## src/hw/rtl/mbe_pkg.sv

```systemverilog
// shared constants, register indexes and controller/datapath types for the escape-time block
`timescale 1ns / 1ps
package mbe_pkg;

  // input point format
  localparam int IN_W           = 30;
  localparam int FRAC_BITS_DEF  = 27;
  localparam int COUNT_BITS_DEF = 8;

  // z is held one bit wider than |z| can reach after any non-escaping update
  localparam int Z_W = 33;

  // configuration registers
  localparam int LIMIT_W    = 8;
  localparam int RADIUS_W   = 31;
  localparam int CFG_IDX_W  = 4;
  localparam int CFG_DATA_W = 32;

  localparam logic [LIMIT_W-1:0]  LIMIT_RST  = 8'd100;
  localparam logic [RADIUS_W-1:0] RADIUS_RST = 31'd838860800;

  localparam logic [CFG_IDX_W-1:0] REG_ITER_LIMIT = 4'd0;
  localparam logic [CFG_IDX_W-1:0] REG_ESC_RADIUS = 4'd1;

  // result format
  localparam int COLOR_W   = 8;
  localparam int CNT_EXT_W = 16;

  // controller to datapath
  typedef struct packed {
    logic load;
    logic mul;
    logic step;
    logic emit;
  } dp_cmd_t;

  // datapath to controller
  typedef struct packed {
    logic limit_hit;
    logic escaped;
  } dp_stat_t;

endpackage

```

## src/hw/rtl/mbe_ctrl.sv

```systemverilog
// sequencing state machine: accept, multiply/update loop, result hand-off
`timescale 1ns / 1ps
module mbe_ctrl import mbe_pkg::*; (
  input  logic     clk,
  input  logic     rst_n,
  input  logic     in_valid_i,
  output logic     in_ready_o,
  output logic     out_valid_o,
  input  logic     out_ready_i,
  input  dp_stat_t stat_i,
  output dp_cmd_t  cmd_o
);

  typedef enum logic [1:0] {
    S_IDLE,
    S_MUL,
    S_UPD,
    S_DONE
  } state_t;

  state_t state_r, state_nxt;
  logic   out_valid_r, out_valid_nxt;

  always_comb begin
    state_nxt     = state_r;
    cmd_o         = '0;
    out_valid_nxt = out_valid_r & ~out_ready_i;
    case (state_r)
      S_IDLE: begin
        if (in_valid_i) begin
          cmd_o.load = 1'b1;
          state_nxt  = S_MUL;
        end
      end
      S_MUL: begin
        cmd_o.mul = 1'b1;
        state_nxt = S_UPD;
      end
      S_UPD: begin
        if (stat_i.limit_hit || stat_i.escaped) begin
          state_nxt = S_DONE;
        end else begin
          cmd_o.step = 1'b1;
          state_nxt  = S_MUL;
        end
      end
      S_DONE: begin
        // wait for the result slot to be free or drained this cycle
        if (!out_valid_r || out_ready_i) begin
          cmd_o.emit    = 1'b1;
          out_valid_nxt = 1'b1;
          state_nxt     = S_IDLE;
        end
      end
      default: begin
        state_nxt = S_IDLE;
      end
    endcase
  end

  always_ff @(posedge clk) begin
    if (!rst_n) begin
      state_r     <= S_IDLE;
      out_valid_r <= 1'b0;
    end else begin
      state_r     <= state_nxt;
      out_valid_r <= out_valid_nxt;
    end
  end

  assign in_ready_o  = (state_r == S_IDLE);
  assign out_valid_o = out_valid_r;

  a_load_to_mul: assert property (@(posedge clk) disable iff (!rst_n)
    cmd_o.load |=> state_r == S_MUL)
    else $error("point load not followed by a multiply cycle");

  a_valid_from_done: assert property (@(posedge clk) disable iff (!rst_n)
    $rose(out_valid_r) |-> $past(state_r) == S_DONE)
    else $error("result valid raised outside the done state");

endmodule

```

## config.mk

```make
export PLATFORM = sky130hd
export DESIGN_NAME = mbe_ctrl
export DESIGN_NICKNAME = d
export VERILOG_FILES = /design/src/hw/rtl/mbe_pkg.sv /design/src/hw/rtl/mbe_ctrl.sv
export SDC_FILE = /design/constraint.sdc
export NUM_CORES = 1
export LEC_CHECK = 0
export ABC_AREA = 0
export BUFFER_PORTS_ARGS = -buffer_cell sky130_fd_sc_hd__clkbuf_2
export CAP_MARGIN = 20
export CORE_AREA = 5 5 42 44
export CTS_CLUSTER_SIZE = 14
export DETAILED_ROUTE_END_ITERATION = 8
export DIE_AREA = 0 0 47 49
export PLACE_DENSITY = 0.34
export SLEW_MARGIN = 20
export SYNTH_ARGS = -nofsm -noshare
export SYNTH_HDL_FRONTEND = slang
export SYNTH_SLANG_ARGS = --single-unit
```

## constraint.sdc

```tcl
create_clock -name clk -period 1.05 [get_ports clk]
set_input_delay 0.21 -clock clk [delete_from_list [all_inputs] [get_ports clk]]
set_output_delay 0.21 -clock clk [all_outputs]
set_load 0.01 [all_outputs]
```

==> results.py <==
metrics = {
    "synth": {
        "syn-num-nets": 26,
        "yosysWarningCount": 0,
        "synth_area_leader_cell": "dfxtp_1",
        "synth_area_leaders": "dfxtp_1 (38%), a21boi_1 (9.5%), nor2_1 (9.5%), nand2b_1 (7.9%), a21boi_0 (4.8%)",
        "synth_most_common_cell": "nor2_1",
        "part_of_the_yosys_area_used_for_sequential_elements": 0.381,
        "synth_flop_cell": "dfxtp_1",
        "syn_avg_cell_area_sq_um": 7.88,
        "synth_seq_cells": 3,
        "synth.lib_cells_used.distinct": 12,
        "syn-cell-area_sq_um": 158,
        "synth.top_cells.by_count": "nor2_1 (4), dfxtp_1 (3), a21boi_1 (2), nand2_1 (2), nand2b_1 (2)",
        "syn_inst": 20,
        "synth_edf_count": 0,
        "netlist.area_leader.share": 0.381,
        "async_flop_share": 0,
    },
    "global_route": {
        "groute.usage.overall": 0.0577,
        "remaining_global_route_overflow": 0,
        "first_global_vias": 243,
        "antenna_violations_before_repair": 0,
        "first_pass_grt_wire_length_um": 910,
        "grt_max_degree": 7,
    },
    "floorplan": {
        "core_area_sq_mm": 0.00140,
        "vert_die_dim_um": 49,
        "starting_density_of_the_core": 0.112,
        "dieArea_sq_mm": 0.00230,
        "ios": 12,
        "rows": 14,
        "die_w_um": 47,
    },
    "timing": {
        "worst_tran_pin_value_ps": 137,
        "period_needed_ps": 1180,
        "max_slew_margin": 0.908,
        "clock_skew_ps": 2.88,
        "final_count_of_negative_setup_slack_endpoints": 4,
        "setup_tns_ps": -380,
        "grt_setup_unrepaired": "yes",
        "hold_slack_ps": 222,
        "setup_slack_ps": -128,
        "slew_violations": 0,
        "finalHoldViolations": 0,
        "timing.fmax_mhz": 849,
        "post-route-period-util": 1.12,
    },
    "critical_path": {
        "critical_path.reg2reg.endpoint": "state_r[0]$_SDFFE_PN0P_",
        "cp_slowest_cell": "dfxtp_4",
        "worst_path_dominant_cell_family": "flip-flops",
        "reg2reg_slack_ps": 100,
        "start_kind": "flop",
        "r2r-start": "out_valid_o$_SDFF_PN0_",
        "critical_path.cell_chain": "nand2b_4, nor3_2, buf_2",
        "crit_type": "flop to primary output",
        "reg2reg_depth": 5,
        "critical_path_arrival_ps": 970,
        "largest_fanout_on_the_critical_path": 6,
        "timing.critical_path.buf_inv": 1,
        "critical_path_endpoint_category": "primary output",
        "slowest_delay_ps": 350,
        "required_ps": 840,
    },
    "power_and_ir_drop": {
        "power_per_cell_area_mw_per_mm2": 1290,
        "leakagePower_nw": 0.164,
        "worst_ir_drop_vdd_uv": 458,
        "finalPower_mw": 0.429,
    },
    "worst_hold_path": {
        "min-delay-start": "rst_n",
        "hp-class": "primary input to flop",
        "whs_path_depth": 2,
        "hold_path_end": "state_r[1]$_SDFFE_PN0P_",
    },
    "clocking": {
        "clock_tree.root_cell": "clkbuf_4",
        "clk-insertion-delay-late_ps": 230,
        "cts-buffers-inserted": 3,
        "tritoncts_num_sinks": 3,
        "deepest_level_of_the_cts_h_tree": 1,
        "clkSlewWorstSetupHoldPaths_ps": 40,
        "max-clock-path-buffers": 2,
        "postCtsHoldBufs": 0,
        "tritoncts": "yes",
    },
    "layout": {
        "multi_input_area_sq_um": 120,
        "final_nets": 46,
        "finish.utilization": 0.238,
        "finish.instance_area_sq_um": 333,
        "diodes": 0,
        "drive_gt1_frac": 0.641,
        "layout.filler_cells": 159,
        "stdcell_count": 55,
        "syn2layout_area_growth_pct": 111,
        "sequential_cell_area_sq_um": 68.8,
    },
    "detailed_routing": {
        "wl_um": 569,
        "drt_iter0_drc": 0,
        "drt-wirelength-per-cell_um": 10.3,
        "remaining_drc_errors": 0,
        "via_count": 211,
        "final_antenna_net_count": 0,
        "vias_per_cell": 3.84,
        "first_pass_iters": 1,
    },
    "job": {
        "timing.max_cap.violations": 0,
    },
    "outcome": {
        "result_of_the_run": "complete, but fails checks",
        "failed_checks": "negative setup slack",
    },
    "place": {
        "dp_worst_setup_slack_ps": 31.6,
        "gp_routability_congestion": 0.721,
        "placed_cells_incl_taps": 47,
        "numPortBuffers": 11,
        "dpl-instance-area_sq_um": 233,
    },
}
[area by class of cell]
class | count | share of cell area
multi-input combinational | 17 | 0.361
timing repair buffer | 15 | 0.293
sequential | 3 | 0.207
clock buffer | 4 | 0.0789
tap | 16 | 0.0602
[logic make-up after synthesis]
logic type	after synthesis	share of synthesized area
and+or+nand+nor	12	0.381
AOI/OAI and AO/OA	5	0.238
DFF	3	0.381
[power breakdown]
group | switching (mW) | internal [mW] | leakage [nW]
clock network | 0.0612 | 0.143 | 0.0150
logic | 0.0356 | 0.0555 | 0.122
registers | 0.0128 | 0.121 | 0.0264
[placed cells by master, fill, tap and decap left out]
cell type / netlist / routed
clkbuf_1: 0 / 1
and2_4: 0 / 1
and2b_1: 1 / 1
buf_4: 0 / 4
a21boi_1: 2 / 2
a21boi_0: 1 / 1
clkbuf_2: 0 / 7
dfxtp_2: 0 / 1
nor2b_1: 1 / 1
nor3_2: 0 / 1
o21a_1: 1 / 1
nand2b_1: 2 / 1
buf_2: 0 / 2
dfxtp_4: 0 / 2
nand2_1: 2 / 2
nor2_4: 0 / 1
o21bai_1: 1 / 1
buf_6: 0 / 2
nand2b_4: 0 / 1
nor2_1: 4 / 3
clkbuf_4: 0 / 3
[worst max-delay path by stage]
| stage | from | end | slack (ps) | depth (start not counted) |
|---|---|---|---|---|
| after floorplan | state_r[1]$_SDFFE_PN0P_ | cmd_o[3] | 90 | 2 |
| after global placement | state_r[1]$_SDFFE_PN0P_ | cmd_o[1] | 50 | 3 |
| after detailed placement | state_r[1]$_SDFFE_PN0P_ | cmd_o[1] | 30 | 3 |
| after CTS | state_r[0]$_SDFFE_PN0P_ | cmd_o[1] | -170 | 3 |
| after global routing | state_r[0]$_SDFFE_PN0P_ | cmd_o[1] | -180 | 3 |
| final | state_r[0]$_SDFFE_PN0P_ | cmd_o[1] | -130 | 3 |
[sequential cells by signal, indices dropped and copies added (netlist names)]
signal	count
state_r	2
out_valid_o	1
[metal layers]
metal	global-route usage	share of wire
met5	0	0
met4	0.0783	0.030
met3	0.0185	0.15
met2	0.0747	0.43
met1	0.0592	0.39
[worst reg2reg max path, cell delays in order, from the launching register on]
cell and delay (ps):
dfxtp_2 310, and2b_1 160, buf_4 130, buf_4 120, nand2_1 60, a21boi_1 60
[timing repair]
item	in CTS	in global routing
endpoints found under the setup margin	5	5
setup buffers	3	1
resized for setup	6	10
pin swaps	2	3
No activity file was read; power rests on OpenSTA's default activity.
